[src/rtl/modular_exponentiation_defines.svh]
// Assertion macros shared by the modular exponentiation RTL.
// Depends on nothing; included by the files that carry assertions.
`ifndef MODULAR_EXPONENTIATION_DEFINES_SVH
`define MODULAR_EXPONENTIATION_DEFINES_SVH

// Same-cycle implication, disabled during reset
`define MEXP_ASSERT_NOW(label, clk, rst_n, ante, cons, msg) \
  label: assert property (@(posedge clk) disable iff (!rst_n) (ante) |-> (cons)) \
    else $error(msg);

// Next-cycle implication, disabled during reset
`define MEXP_ASSERT_NEXT(label, clk, rst_n, ante, cons, msg) \
  label: assert property (@(posedge clk) disable iff (!rst_n) (ante) |=> (cons)) \
    else $error(msg);

`endif

[src/rtl/mexp_pkg.sv]
// Shared types and constants for the modular exponentiation block.
// Depends on nothing; imported by mexp_mulmod and modular_exponentiation.
package mexp_pkg;

  // Operand, modulus and result width
  localparam int VAL_W       = 31;
  // Exponent port width and number of exponent bits scanned
  localparam int EXP_W       = 63;
  localparam int EXP_BITS    = 63;
  localparam int EXP_CNT_W   = $clog2(EXP_BITS + 1);
  // One multiplier bit per step in the modular multiply unit
  localparam int MUL_CNT_W   = $clog2(VAL_W);

  localparam logic [VAL_W-1:0] MODULUS_RESET = VAL_W'(1000000007);
  localparam logic [VAL_W-1:0] VAL_ONE       = VAL_W'(1);
  localparam logic [VAL_W-1:0] VAL_TWO       = VAL_W'(2);

  // Request to the modular multiply unit
  typedef struct packed {
    logic             start;
    logic [VAL_W-1:0] a;
    logic [VAL_W-1:0] b;
  } mexp_mul_req_t;

  // Status back from the modular multiply unit
  typedef struct packed {
    logic             busy;
    logic             done;
    logic [VAL_W-1:0] result;
  } mexp_mul_rsp_t;

endpackage

[src/rtl/modular_exponentiation.sv]
// Modular exponentiation by square-and-multiply over a configured modulus.
// Channels: in_valid/in_stall carry a word of in_base_value and in_exponent;
// out_valid/out_stall carry a word of out_power_result. cfg_valid/cfg_ready
// write cfg_modulus (reset value 1000000007); write it only while idle.
// Operation: the base is first reduced. The exponent is then scanned from its
// top bit; leading zero bits are skipped with no product. The leading one
// copies the base into the accumulator; each later bit costs a squaring, plus
// a multiply when the bit is set, each in the shared 31-step modular multiply
// unit. A modulus of 0 or 1 returns 0 without using the multiply unit.
// Throughput: one word at a time; in_stall is high from the accepted word
// until its result is placed in the output register. The output register
// frees the input side: a new word is taken while a result waits.
// When the receiver stalls, out_valid and out_power_result hold, and a
// finished computation waits until the output register is free.
// Reset (rst_n low at a clock edge) empties both sides and restores the
// modulus to its reset value.
// Depends on mexp_pkg, mexp_mulmod and modular_exponentiation_defines.svh.
`include "modular_exponentiation_defines.svh"

module modular_exponentiation
  import mexp_pkg::*;
(
  input  logic             clk,
  input  logic             rst_n,
  // configuration write
  input  logic             cfg_valid,
  output logic             cfg_ready,
  input  logic [VAL_W-1:0] cfg_modulus,
  // input words
  input  logic             in_valid,
  output logic             in_stall,
  input  logic [VAL_W-1:0] in_base_value,
  input  logic [EXP_W-1:0] in_exponent,
  // result words
  output logic             out_valid,
  input  logic             out_stall,
  output logic [VAL_W-1:0] out_power_result
);

  typedef enum logic [2:0] {
    ST_IDLE,
    ST_REDUCE,
    ST_SCAN,
    ST_SQR,
    ST_MUL,
    ST_FINISH
  } state_t;

  state_t                state_r;
  logic [VAL_W-1:0]      modulus_r;
  logic [VAL_W-1:0]      base_r;
  logic [VAL_W-1:0]      acc_r;
  logic [EXP_BITS-1:0]   exp_r;
  logic [EXP_CNT_W-1:0]  cnt_r;
  logic                  started_r;
  logic                  out_valid_r;
  logic [VAL_W-1:0]      out_result_r;
  mexp_mul_req_t         mul_req_r;
  mexp_mul_rsp_t         mul_rsp;

  logic                  in_take;
  logic                  out_free;
  logic                  out_load;
  logic                  mul_issue;
  logic                  last_bit;

  assign in_take  = in_valid && !in_stall;
  assign out_free = !out_valid_r || !out_stall;
  assign out_load = (state_r == ST_FINISH) && out_free;
  assign last_bit = (cnt_r == EXP_CNT_W'(1));

  // Issue a product: base reduction, a squaring, or a multiply on a set bit
  assign mul_issue = (state_r == ST_IDLE && in_take && modulus_r >= VAL_TWO) ||
                     (state_r == ST_SCAN && started_r) ||
                     (state_r == ST_SQR && mul_rsp.done && exp_r[EXP_BITS-1]);

  // Hold the modulus register; writes are always taken
  always_ff @(posedge clk) begin
    if (!rst_n) begin
      modulus_r <= MODULUS_RESET;
    end else if (cfg_valid) begin
      modulus_r <= cfg_modulus;
    end
  end

  assign cfg_ready = 1'b1;

  // Shared modular multiply unit
  mexp_mulmod u_mulmod (
    .clk     (clk),
    .rst_n   (rst_n),
    .modulus (modulus_r),
    .req     (mul_req_r),
    .rsp     (mul_rsp)
  );

  // Sequencer: reduce the base, scan exponent bits, square and multiply
  always_ff @(posedge clk) begin
    if (!rst_n) begin
      state_r         <= ST_IDLE;
      out_valid_r     <= 1'b0;
      started_r       <= 1'b0;
      mul_req_r.start <= 1'b0;
    end else begin
      mul_req_r.start <= mul_issue;
      out_valid_r     <= out_load || (out_valid_r && out_stall);
      case (state_r)
        ST_IDLE: begin
          if (in_take) begin
            exp_r     <= in_exponent[EXP_BITS-1:0];
            cnt_r     <= EXP_CNT_W'(EXP_BITS);
            started_r <= 1'b0;
            if (modulus_r < VAL_TWO) begin
              acc_r   <= '0;
              state_r <= ST_FINISH;
            end else begin
              // base mod m computed as 1 * base through the multiply unit
              mul_req_r.a     <= VAL_ONE;
              mul_req_r.b     <= in_base_value;
              state_r         <= ST_REDUCE;
            end
          end
        end
        ST_REDUCE: begin
          if (mul_rsp.done) begin
            base_r  <= mul_rsp.result;
            acc_r   <= VAL_ONE;
            state_r <= ST_SCAN;
          end
        end
        ST_SCAN: begin
          if (started_r) begin
            mul_req_r.a     <= acc_r;
            mul_req_r.b     <= acc_r;
            state_r         <= ST_SQR;
          end else begin
            // accumulator is still one: squaring is a no-op, multiply is a copy
            if (exp_r[EXP_BITS-1]) begin
              acc_r     <= base_r;
              started_r <= 1'b1;
            end
            exp_r <= exp_r << 1;
            cnt_r <= cnt_r - 1'b1;
            if (last_bit) begin
              state_r <= ST_FINISH;
            end
          end
        end
        ST_SQR: begin
          if (mul_rsp.done) begin
            acc_r <= mul_rsp.result;
            if (exp_r[EXP_BITS-1]) begin
              mul_req_r.a     <= mul_rsp.result;
              mul_req_r.b     <= base_r;
              state_r         <= ST_MUL;
            end else begin
              exp_r   <= exp_r << 1;
              cnt_r   <= cnt_r - 1'b1;
              state_r <= last_bit ? ST_FINISH : ST_SCAN;
            end
          end
        end
        ST_MUL: begin
          if (mul_rsp.done) begin
            acc_r   <= mul_rsp.result;
            exp_r   <= exp_r << 1;
            cnt_r   <= cnt_r - 1'b1;
            state_r <= last_bit ? ST_FINISH : ST_SCAN;
          end
        end
        ST_FINISH: begin
          // load the output register once it is free
          if (out_free) begin
            out_result_r <= acc_r;
            state_r      <= ST_IDLE;
          end
        end
        default: begin
          state_r <= ST_IDLE;
        end
      endcase
    end
  end

  assign in_stall         = (state_r != ST_IDLE);
  assign out_valid        = out_valid_r;
  assign out_power_result = out_result_r;

  `MEXP_ASSERT_NEXT(a_take_stalls, clk, rst_n, in_take, in_stall, "input open during a word")
  `MEXP_ASSERT_NOW(a_done_waiting, clk, rst_n, mul_rsp.done, state_r == ST_REDUCE || state_r == ST_SQR || state_r == ST_MUL, "product with no waiter")
  `MEXP_ASSERT_NOW(a_start_free, clk, rst_n, mul_req_r.start, !mul_rsp.busy && !mul_rsp.done, "multiply issued while unit busy")

endmodule

[src/rtl/mexp_mulmod.sv]
// Iterative modular multiplier: (a * b) mod m, one bit of b per cycle.
// Depends on mexp_pkg and modular_exponentiation_defines.svh.
`include "modular_exponentiation_defines.svh"

module mexp_mulmod
  import mexp_pkg::*;
(
  input  logic             clk,
  input  logic             rst_n,
  input  logic [VAL_W-1:0] modulus,
  input  mexp_mul_req_t    req,
  output mexp_mul_rsp_t    rsp
);

  logic                 busy_r;
  logic                 done_r;
  logic [MUL_CNT_W-1:0] cnt_r;
  logic [VAL_W-1:0]     acc_r;
  logic [VAL_W-1:0]     a_r;
  logic [VAL_W-1:0]     b_r;
  logic [VAL_W-1:0]     m_r;

  logic [VAL_W+2:0]     sum;
  logic [VAL_W+2:0]     diff1;
  logic [VAL_W+2:0]     diff2;
  logic [VAL_W-1:0]     acc_nxt;

  // Double the partial result, add a on a set bit of b, fold back below m.
  // a < m and acc < m keep the sum below 3m, so one of three picks is right.
  always_comb begin
    sum   = {2'b00, acc_r, 1'b0} + {3'b000, (b_r[VAL_W-1] ? a_r : {VAL_W{1'b0}})};
    diff1 = sum - {3'b000, m_r};
    diff2 = sum - {2'b00, m_r, 1'b0};
    if (!diff2[VAL_W+2]) begin
      acc_nxt = diff2[VAL_W-1:0];
    end else if (!diff1[VAL_W+2]) begin
      acc_nxt = diff1[VAL_W-1:0];
    end else begin
      acc_nxt = sum[VAL_W-1:0];
    end
  end

  // Step sequencer: latch operands on start, run one step per multiplier bit
  always_ff @(posedge clk) begin
    if (!rst_n) begin
      busy_r <= 1'b0;
      done_r <= 1'b0;
      cnt_r  <= '0;
    end else begin
      done_r <= busy_r && (cnt_r == '0);
      if (busy_r) begin
        acc_r <= acc_nxt;
        b_r   <= {b_r[VAL_W-2:0], 1'b0};
        if (cnt_r == '0) begin
          busy_r <= 1'b0;
        end else begin
          cnt_r <= cnt_r - 1'b1;
        end
      end else if (req.start) begin
        busy_r <= 1'b1;
        cnt_r  <= MUL_CNT_W'(VAL_W - 1);
        acc_r  <= '0;
        a_r    <= req.a;
        b_r    <= req.b;
        m_r    <= modulus;
      end
    end
  end

  assign rsp.busy   = busy_r;
  assign rsp.done   = done_r;
  assign rsp.result = acc_r;

  `MEXP_ASSERT_NEXT(a_start_busy, clk, rst_n, req.start && !busy_r, busy_r, "start not taken")
  `MEXP_ASSERT_NEXT(a_last_done, clk, rst_n, busy_r && cnt_r == '0, done_r && !busy_r, "no done after last step")
  `MEXP_ASSERT_NOW(a_done_idle, clk, rst_n, done_r, !busy_r, "done while still stepping")

endmodule
[config.mk]
export PLATFORM = sky130hd
export DESIGN_NAME = modular_exponentiation
export DESIGN_NICKNAME = d
export VERILOG_FILES = /design/src/rtl/mexp_pkg.sv /design/src/rtl/modular_exponentiation.sv /design/src/rtl/mexp_mulmod.sv
export VERILOG_INCLUDE_DIRS = /design/src /design/src/rtl
export SDC_FILE = /design/constraint.sdc
export NUM_CORES = 1
export LEC_CHECK = 0
export BUFFER_PORTS_ARGS = -buffer_cell sky130_fd_sc_hd__clkbuf_2
export CORE_ASPECT_RATIO = 1.5
export CORE_MARGIN = 8
export CORE_UTILIZATION = 40
export CTS_CLUSTER_DIAMETER = 30
export DETAILED_ROUTE_END_ITERATION = 7
export GPL_TIMING_DRIVEN = 1
export PLACE_DENSITY = 0.68
export SKIP_CTS_REPAIR_TIMING = 1
export SLEW_MARGIN = 20
export SYNTH_ARGS = -nofsm -noshare
export SYNTH_HDL_FRONTEND = slang
export SYNTH_SLANG_ARGS = --single-unit
[constraint.sdc]
create_clock -name clk -period 14 [get_ports clk]
set_input_delay 2.1 -clock clk [delete_from_list [all_inputs] [get_ports clk]]
set_output_delay 2.1 -clock clk [all_outputs]
set_load 0.01 [all_outputs]
==> results.toml, run 1 <==
[status]
status = "finished clean"

[synth]
synth_edf_count = 348
synth_top_cell_by_area = "edfxtp_1"
yosysWarnings = 0
netlist_instances = 1781
yosysMostFrequentCell = "edfxtp_1"
async_flop_share_pct = 0
ys_seq_elements = 392
syn-num-nets = 2010
synth.distinct_cells = 78
yosys.area.top_type_share_pct = 51.2
synth_commonest_cells = "348 x edfxtp_1, 155 x nand2_1, 152 x a21oi_1"
yosysSeqAreaShare_pct = 55.5
ys_top_cells_by_area = "edfxtp_1 51%, ha_1 5.9%, dfxtp_1 4.3%"
ys.flop_type = "edfxtp_1"
syn_area_um2 = 20400
avgSynthCellArea_um2 = 11.5

[flow_run]
max_cap_violations = 0

[timing]
finalCritPeriodShare_pct = 50.6
tns_ns = 0
finalHoldViolCount = 0
tightest_slew_ns = 1.03
max_freq_ghz = 0.141
slew_headroom_pct = 31.0
setup_ws_ns = 6.92
period_minus_slack_ns = 7.08
rsz0062_at_grt = "false"
setup_violations = 0
skew_ns = 0.0342
slew_viol_final = 0

[global_route]
grt_antenna_before_repair = 0
grt_use_total_pct = 16.6
grt_pass1_vias = 14700
grt-ovfl-total = 0
grt_pass1_wl_um = 80200
grt_max_degree = 82

[clocking]
cts.sinks = 392
cts_tree = "built"
path_clk_slew_ns = 0.06
cts_buffers = 66
cts_max_path_buffers = 3
clk_latency_ns = 0.60
h-tree-depth = 3
cts-root-buf = "clkbuf_16"

[placed_design]
routabilityCongestion = 0.893
place_area_um2 = 21900
place_hpwl_um = 36300
pre_cts_slack_ns = 6.97
port_buffers = 162

[critical_path]
crit_required_ns = 14.33
crit_path_end_kind = "flip-flop"
start_kind = "flip-flop"
worstSetupPathType = "flip-flop to flip-flop"
critical_path.max_fanout = 31
crit_arrival_ns = 7.41

[layout]
nFillCells = 4629
diodes = 0
num-nets-final = 2171
area_growth_pct = 18.1
drive_gt1_share_pct = 17.5
final_design_area_no_fill_um2 = 24100
fin_util_pct = 47.7

[floorplan]
io_pins = 164
start_util_pct = 40.4
die_h_um = 293
num_rows = 101
die_w_um = 200
dieArea_um2 = 58700
coreArea_um2 = 50500

[power_and_ir_drop]
finalPower_mw = 6.12
max-vdd-ir-drop_mv = 0.102
p_sw_share_pct = 39.9
total_leakage_power_nw = 9.34
comb_power_share_pct = 44.6
p_switching_mw = 2.44
pwr-share-clk_pct = 25.3
p_int_mw = 3.68
power_density_nw_per_um2 = 254
p_seq_share_pct = 30.0

[routing]
dr.first_iter.drc_count = 1002
ant_nets = 0
drc = 0
dr.pass1.iters = 7
num_vias = 14500
drt_wl_total_um = 50300
avgViaCountPerCell = 5.45
post_drt_wl_per_cell_um = 18.9

[min_path]
hp-class = "flip-flop to flip-flop"
## cell families after synthesis
kind of cell | count (synthesis) | share of synthesized area (%)
xor+xnor | 78 | 3.38
other cells | 1 | 0.0184
flops | 392 | 55.5
simple gates | 455 | 10.8
compound gates | 550 | 18.0
fa+ha+maj | 99 | 6.18
buf+inv | 143 | 2.80
mux | 63 | 3.27
## final cells by class
type / instances / area (µm²) / share of cell area, %
clock buffer: 76 / 1730 / 7.17
clock inverter: 46 / 459 / 1.91
inverter: 56 / 210 / 0.872
multi-input combinational: 1246 / 8580 / 35.6
sequential: 392 / 11300 / 47.0
tap: 669 / 837 / 3.47
timing repair buffer: 180 / 946 / 3.92
## per-layer routing
metal | vias up | share of wire, % | GRT usage, %
li1 | 7044 | - | -
met4 | 0 | 3.8 | 7.23
met5 | - | 0 | 0
met2 | 412 | 49 | 28.1
met3 | 114 | 4.5 | 3.01
met1 | 6943 | 43 | 20.7
## power by group through the flow
stage	Sequential, mW	Clock [mW]	Combinational (mW)
3_5_place_dp	1.86	0	2.70
4_1_cts	1.84	1.58	2.72
3_3_place_gp	1.85	0	2.67
6_report	1.84	1.55	2.73
2_1_floorplan	1.81	0	2.10
5_1_grt	1.87	1.64	3.02
## critical path: stages, from the launching register on
cell,delay [ns]
edfxtp_1,0.83
and2_1,0.25
ha_1,0.20
inv_1,0.07
fa_1,0.41
nor2b_1,0.17
o211ai_1,0.14
a211oi_1,0.39
o221a_1,0.34
nor2_1,0.09
o21ai_0,0.19
xor2_1,0.36
ha_1,0.35
inv_1,0.09
o21bai_1,0.07
a2111o_1,0.42
o2bb2ai_1,0.13
a21oi_1,0.31
o21ai_0,0.24
nand4_1,0.24
nand3_1,0.75
or3_1,0.60
o2111a_1,0.14
## state kept, by name, indices dropped and copies added (netlist names)
register / cells
u_mulmod.acc_r: 31
modulus_r: 31
started_r: 1
out_valid: 1
cnt_r: 6
u_mulmod.b_r: 31
mul_req_r: 63
base_r: 31
acc_r: 31
out_power_result: 31
u_mulmod.done_r: 1
u_mulmod.m_r: 31
u_mulmod.a_r: 31
u_mulmod.busy_r: 1
u_mulmod.cnt_r: 5
state_r: 3
exp_r: 63
## placed cells by master, fill, tap and decap left out, types with 10 or more instances in the layout
cell type,n
mux2i_1,33
clkbuf_2,162
nor2_1,91
o21a_1,20
edfxtp_1,348
nor3_1,20
a21o_1,40
a31oi_1,37
clkbuf_16,66
nand2b_1,13
clkinvlp_4,10
xor2_1,22
a211oi_1,12
nand2_1,155
nand3_1,18
a21oi_1,151
o21bai_1,10
a22o_1,92
xnor2_1,55
nor2b_1,65
and3_1,10
mux2_2,30
dfxtp_1,42
inv_1,55
ha_1,96
and2_1,35
buf_4,18
nand4_1,13
o21ai_0,108
## final timing paths
path | startpoint | slack, ns | end | cells past startpoint
worst max-delay path | u_mulmod.b_r[30] | 6.92 | u_mulmod.acc_r[28] | 22
worst min-delay path | mul_req_r[61] | 0.40 | u_mulmod.a_r[30] | 0
worst max register to register | u_mulmod.b_r[30] | 6.92 | u_mulmod.acc_r[28] | 22
worst min register to register | mul_req_r[61] | 0.40 | u_mulmod.a_r[30] | 0
## through the flow
step | std cells | hold slack [ns]
final | 2665 | 0.405
after global routing | 2665 | 0.413
after CTS | 2665 | 0.404
after detailed placement | 2543 | 0.407
after global placement | 2543 | 0.408
after floorplan | 1781 | 0.400
Power figures use the tool's default switching activity.
==> run 2: changes to the inputs <==
--- a/config.mk
+++ b/config.mk
@@ -13,7 +13,7 @@
 export CTS_CLUSTER_DIAMETER = 30
 export DETAILED_ROUTE_END_ITERATION = 7
 export GPL_TIMING_DRIVEN = 1
-export PLACE_DENSITY = 0.68
+export PLACE_DENSITY = 0.7
 export SKIP_CTS_REPAIR_TIMING = 1
 export SLEW_MARGIN = 20
 export SYNTH_ARGS = -nofsm -noshare
==> constraint.sdc (replaced) <==
create_clock -name clk -period 5.9 [get_ports clk]
set_input_delay 0.885 -clock clk [delete_from_list [all_inputs] [get_ports clk]]
set_output_delay 0.885 -clock clk [all_outputs]
set_load 0.01 [all_outputs]
==> run 2 against run 1 <==
Effect of this change:
- sequential power is 140% higher
- wire length is 2.5% higher
- design area is 1.5% higher
- worst hold slack got worse by 0.0046 ns
- worst setup slack worse by 6.7 ns
- clock skew shrank 0.0016 ns
- sequential share of layout area is 0.67 points lower
- sequential cell count unchanged
- via count up 1.6%
- combinational power rose to 2.5 times the previous value
- non-clock buffer count grew 35
==> results.toml, run 2 (synthesized netlist as in run 1, its figures left out) <==
[floorplan]
dieArea_um2 = 58700
start_util_pct = 40.4
die_w_um = 200
io_pins = 164
coreArea_um2 = 50500
num_rows = 101
die_h_um = 293

[layout]
top_regs = "exp_r (63), mul_req_r (63)"
final_common_cell = "edfxtp_1"
fin_util_pct = 48.4
num-nets-final = 2206
nFillCells = 4648
diodes = 0
area_growth_pct = 19.8
stdcell_count = 2698
drive_gt1_share_pct = 19.2
final_cell_mix = "348 x edfxtp_1, 163 x clkbuf_2, 155 x nand2_1, 150 x a21oi_1, 106 x o21ai_0"

[clocking]
path_clk_slew_ns = 0.07
cts-root-buf = "clkbuf_16"
clk_latency_ns = 0.58
cts_max_path_buffers = 3
cts_buffers = 66
cts_tree = "built"
h-tree-depth = 3
cts.sinks = 392

[power_and_ir_drop]
max-vdd-ir-drop_mv = 0.270
p_seq_share_pct = 28.8
p_int_mw = 9.08
pwr-share-clk_pct = 25.1
total_leakage_power_nw = 9.57
comb_power_share_pct = 46.0
p_switching_mw = 5.94
p_sw_share_pct = 39.5
power_density_nw_per_um2 = 614

[critical_path]
crit_required_ns = 6.28
critical_path.max_fanout = 32
start_kind = "flip-flop"
timing.critical_path.slowest_stage_cell = "edfxtp_1"
max_stage_delay_ns = 0.47
worstSetupPathType = "flip-flop to flip-flop"
crit_arrival_ns = 6.06
crit_chain = "buf_4 > and2_1 > ha_1 > a21oi_1 > o21ai_1 > a211o_1 > o221a_1 > or2_2 > a21o_1 > a21oi_1 > xnor2_1 > buf_4 > ha_2 > o21a_1 > o211ai_1 > and2_1 > o2bb2ai_1 > a21oi_1 > o21ai_1 > nand4_1 > and3_1 > buf_12 > or3_1 > a311oi_1"
crit_path_end_kind = "flip-flop"
cp_num_buf_inv = 3
cp_top_family = "compound AO/OA/AOI/OAI gates"
cp_common_cell = "a21oi_1"

[flow_run]
max_cap_violations = 0

[global_route]
grt_pass1_wl_um = 82300
grt-ovfl-total = 0
grt_pass1_vias = 15100
grt_use_total_pct = 17.0
grt_max_degree = 91
grt_antenna_before_repair = 0

[timing]
slew_headroom_pct = 31.0
setup_ws_ns = 0.223
slew_viol_final = 0
setup_violations = 0
finalHoldViolCount = 0
finalCritPeriodShare_pct = 96.2
max_freq_ghz = 0.176
tightest_slew_ns = 1.03
timing.hold.ws_ns = 0.400
period_minus_slack_ns = 5.68
tns_ns = 0
skew_ns = 0.0326

[placed_design]
port_buffers = 162
pre_cts_slack_ns = 0.238
routabilityCongestion = 0.898
dp_cells = 2576
place_hpwl_um = 37400

[routing]
num_vias = 14800
drt_wl_total_um = 51600
avgViaCountPerCell = 5.47
dr.first_iter.drc_count = 849
post_drt_wl_per_cell_um = 19.1
dr.pass1.iters = 5
drc = 0
ant_nets = 0

[min_path]
hp-class = "flip-flop to flip-flop"

[status]
status = "finished clean"
==> run 2: cell types whose count changed in the layout (fill, tap and decap cells not counted), moves of 3 or more <==
cell        delta
inv_8          +4
clkinvlp_4     -6
clkbuf_8       -3
buf_4         +32
inv_6          +3
==> run 2: final timing paths <==
path	from	to	slack (ns)	cells past startpoint
max	u_mulmod.b_r[30]	u_mulmod.acc_r[17]	0.22	24
min	mul_req_r[60]	u_mulmod.a_r[29]	0.40	0
max reg2reg	u_mulmod.b_r[30]	u_mulmod.acc_r[17]	0.22	24
min reg2reg	mul_req_r[60]	u_mulmod.a_r[29]	0.40	0
==> run 2: power by group through the flow <==
stage	logic, mW	clock network [mW]	registers (mW)
floorplan	5.00	0	4.23
global placement	6.72	0	4.35
detailed placement	6.79	0	4.37
CTS	6.84	3.86	4.34
global route	7.63	3.96	4.39
finish	6.91	3.78	4.33
==> run 2: layout make-up <==
type                       count  area, µm²  share of cell area (%)
clock buffer                  75       1740                    7.11
clock inverter                45        478                    1.95
inverter                      56        210                   0.860
multi-input combinational   1246       8620                    35.3
sequential                   392      11300                    46.4
tap                          669        837                    3.42
timing repair buffer         215       1230                    5.04
==> run 2: metal layers <==
layer / track usage (%) / wire (µm) / vias to the layer above
met5: 0 / 0 / -
met4: 6.64 / 1640 / 0
met3: 3.15 / 2460 / 109
met2: 29.3 / 25400 / 411
met1: 21.0 / 22100 / 7115
li1: - / - / 7115
==> run 2: per-stage QoR <==
stage,instance area (µm²),power (mW)
floorplan,20400,9.23
global placement,22200,11.1
detailed placement,22200,11.2
CTS,24400,15.0
global route,24500,16.0
finish,24500,15.0
==> run 2: worst register-to-register path: stages, from the launching register on <==
cell,delay [ns]
edfxtp_1,0.47
buf_4,0.21
and2_1,0.14
ha_1,0.35
a21oi_1,0.21
o21ai_1,0.17
a211o_1,0.33
o221a_1,0.29
or2_2,0.31
a21o_1,0.18
a21oi_1,0.16
xnor2_1,0.08
buf_4,0.16
ha_2,0.37
o21a_1,0.15
o211ai_1,0.09
and2_1,0.18
o2bb2ai_1,0.13
a21oi_1,0.07
o21ai_1,0.17
nand4_1,0.17
and3_1,0.24
buf_12,0.17
or3_1,0.39
a311oi_1,0.27
==> run 3: changes to the inputs <==
--- a/config.mk
+++ b/config.mk
@@ -12,8 +12,8 @@
 export CORE_UTILIZATION = 40
 export CTS_CLUSTER_DIAMETER = 30
 export DETAILED_ROUTE_END_ITERATION = 7
-export GPL_TIMING_DRIVEN = 1
-export PLACE_DENSITY = 0.7
+export GPL_TIMING_DRIVEN = 0
+export PLACE_DENSITY_LB_ADDON = 0.12
 export SKIP_CTS_REPAIR_TIMING = 1
 export SLEW_MARGIN = 20
 export SYNTH_ARGS = -nofsm -noshare
==> run 3 against run 2 <==
Effect of this change:
- die area unchanged
- sequential share of layout area is 1.4 points lower
- utilization increased by 1.5 points
- global-route usage grew 2.0 points
- non-clock buffer count up 68
- critical endpoint is now u_mulmod.acc_r[28]
==> results.toml, run 3 (synthesized netlist as in run 1, its figures left out) <==
[power_and_ir_drop]
finalPower_mw = 15.7
total_leakage_power_nw = 9.83
power_density_nw_per_um2 = 623
max-vdd-ir-drop_mv = 0.279

[critical_path]
worstSetupPathType = "flip-flop to flip-flop"
crit_chain = "clkbuf_2 > and2_1 > ha_1 > a21oi_1 > o21ai_2 > a211o_1 > o221a_4 > or2_4 > a21o_1 > a21oi_2 > xnor2_2 > buf_4 > ha_1 > nand3_1 > nor2_1 > nand2_1 > o211ai_1 > a41o_1 > a221o_1 > a211o_2 > or3_1 > o2111a_1"
crit_required_ns = 6.24
start_kind = "flip-flop"
crit_arrival_ns = 6.10
cp_common_cell = "ha_1"
cp_top_family = "compound AO/OA/AOI/OAI gates"
crit_path_end_kind = "flip-flop"
cp_num_buf_inv = 2
max_stage_delay_ns = 0.50
critical_path.max_fanout = 10
timing.critical_path.slowest_stage_cell = "edfxtp_1"

[layout]
nFillCells = 4617
final_cell_mix = "348 x edfxtp_1, 166 x clkbuf_2, 155 x nand2_1, 142 x a21oi_1, 105 x o21ai_0"
final_common_cell = "edfxtp_1"
fin_util_pct = 49.9
area_growth_pct = 23.6
drive_gt1_share_pct = 21.0
top_regs = "exp_r (63), mul_req_r (63)"
num-nets-final = 2277
stdcell_count = 2773
diodes = 0

[timing]
slew_viol_final = 0
max_freq_ghz = 0.173
slew_headroom_pct = 32.5
period_minus_slack_ns = 5.77
setup_ws_ns = 0.133
finalHoldViolCount = 0
skew_ns = 0.0271
finalCritPeriodShare_pct = 97.7
tightest_slew_ns = 1.01
setup_violations = 0

[global_route]
grt-ovfl-total = 0
grt_pass1_wl_um = 88700
grt_antenna_before_repair = 0
grt_max_degree = 34
grt_pass1_vias = 15600
grt_use_total_pct = 19.1

[floorplan]
num_rows = 101
coreArea_um2 = 50500
io_pins = 164
dieArea_um2 = 58700
start_util_pct = 40.4
die_w_um = 200
die_h_um = 293

[routing]
drc = 0
drt_wl_total_um = 57300
avgViaCountPerCell = 5.37
num_vias = 14900
dr.pass1.iters = 5
post_drt_wl_per_cell_um = 20.6
dr.first_iter.drc_count = 631
ant_nets = 0

[clocking]
cts_tree = "built"
cts.sinks = 392
cts_buffers = 69
path_clk_slew_ns = 0.07
h-tree-depth = 3
cts_max_path_buffers = 3
clk_latency_ns = 0.60
cts-root-buf = "clkbuf_16"

[placed_design]
dp_cells = 2626
pre_cts_slack_ns = -1.03
routabilityCongestion = 0.905
place_hpwl_um = 44100
port_buffers = 161

[status]
status = "finished clean"

[min_path]
hp-class = "flip-flop to flip-flop"

[flow_run]
max_cap_violations = 0
[run 3: changes by cell type in the layout (fill, tap and decap cells not counted), moves of 5 or more]
cell / before / now
clkbuf_1: 6 / 56
buf_4: 50 / 27
buf_1: 0 / 13
buf_6: 0 / 12
ha_1: 94 / 85
a21oi_1: 150 / 142
a21oi_2: 1 / 9
buf_2: 0 / 6
ha_4: 0 / 6
clkbuf_8: 1 / 6
inv_6: 11 / 6
xnor2_1: 54 / 49
xnor2_2: 1 / 6
[run 3: report_power, final]
| group | internal (mW) | switching, mW | total (mW) |
|---|---|---|---|
| clock network | 2.49 | 1.49 | 3.98 |
| registers | 3.98 | 0.278 | 4.26 |
| logic | 2.98 | 4.51 | 7.49 |
[run 3: cell type report]
class	instances	area [µm²]	area share [%]
Clock buffer	81	1850	7.35
Timing Repair Buffer	197	1150	4.57
Sequential cell	392	11300	44.9
Inverter	56	210	0.833
Tap cell	669	837	3.32
Multi-Input combinational cell	1246	8900	35.3
Buffer	86	418	1.66
Clock inverter	46	517	2.05
[run 3: path summary, 6_finish.rpt]
path / start / endpoint / slack (ns) / depth (start not counted)
max: u_mulmod.b_r[30] / u_mulmod.acc_r[28] / 0.13 / 22
min: mul_req_r[42] / u_mulmod.a_r[11] / 0.40 / 0
max reg2reg: u_mulmod.b_r[30] / u_mulmod.acc_r[28] / 0.13 / 22
min reg2reg: mul_req_r[42] / u_mulmod.a_r[11] / 0.40 / 0
[run 3: through the flow]
step	cell area (µm²)	hold slack [ns]	setup TNS, ns
2_1_floorplan	20400	0.400	0
3_3_place_gp	22100	0.407	-254.05
3_5_place_dp	22300	0.407	-29.13
4_1_cts	24700	0.403	-31.08
5_1_grt	25200	0.409	-0.376
6_report	25200	0.398	0
[run 3: routing by layer]
layer | GRT usage [%] | wire, µm | up-vias
li1 | - | - | 7287
met1 | 22.3 | 23600 | 7130
met2 | 33.8 | 29100 | 372
met3 | 3.30 | 2460 | 104
met4 | 8.79 | 2130 | 0
met5 | 0 | 0 | -
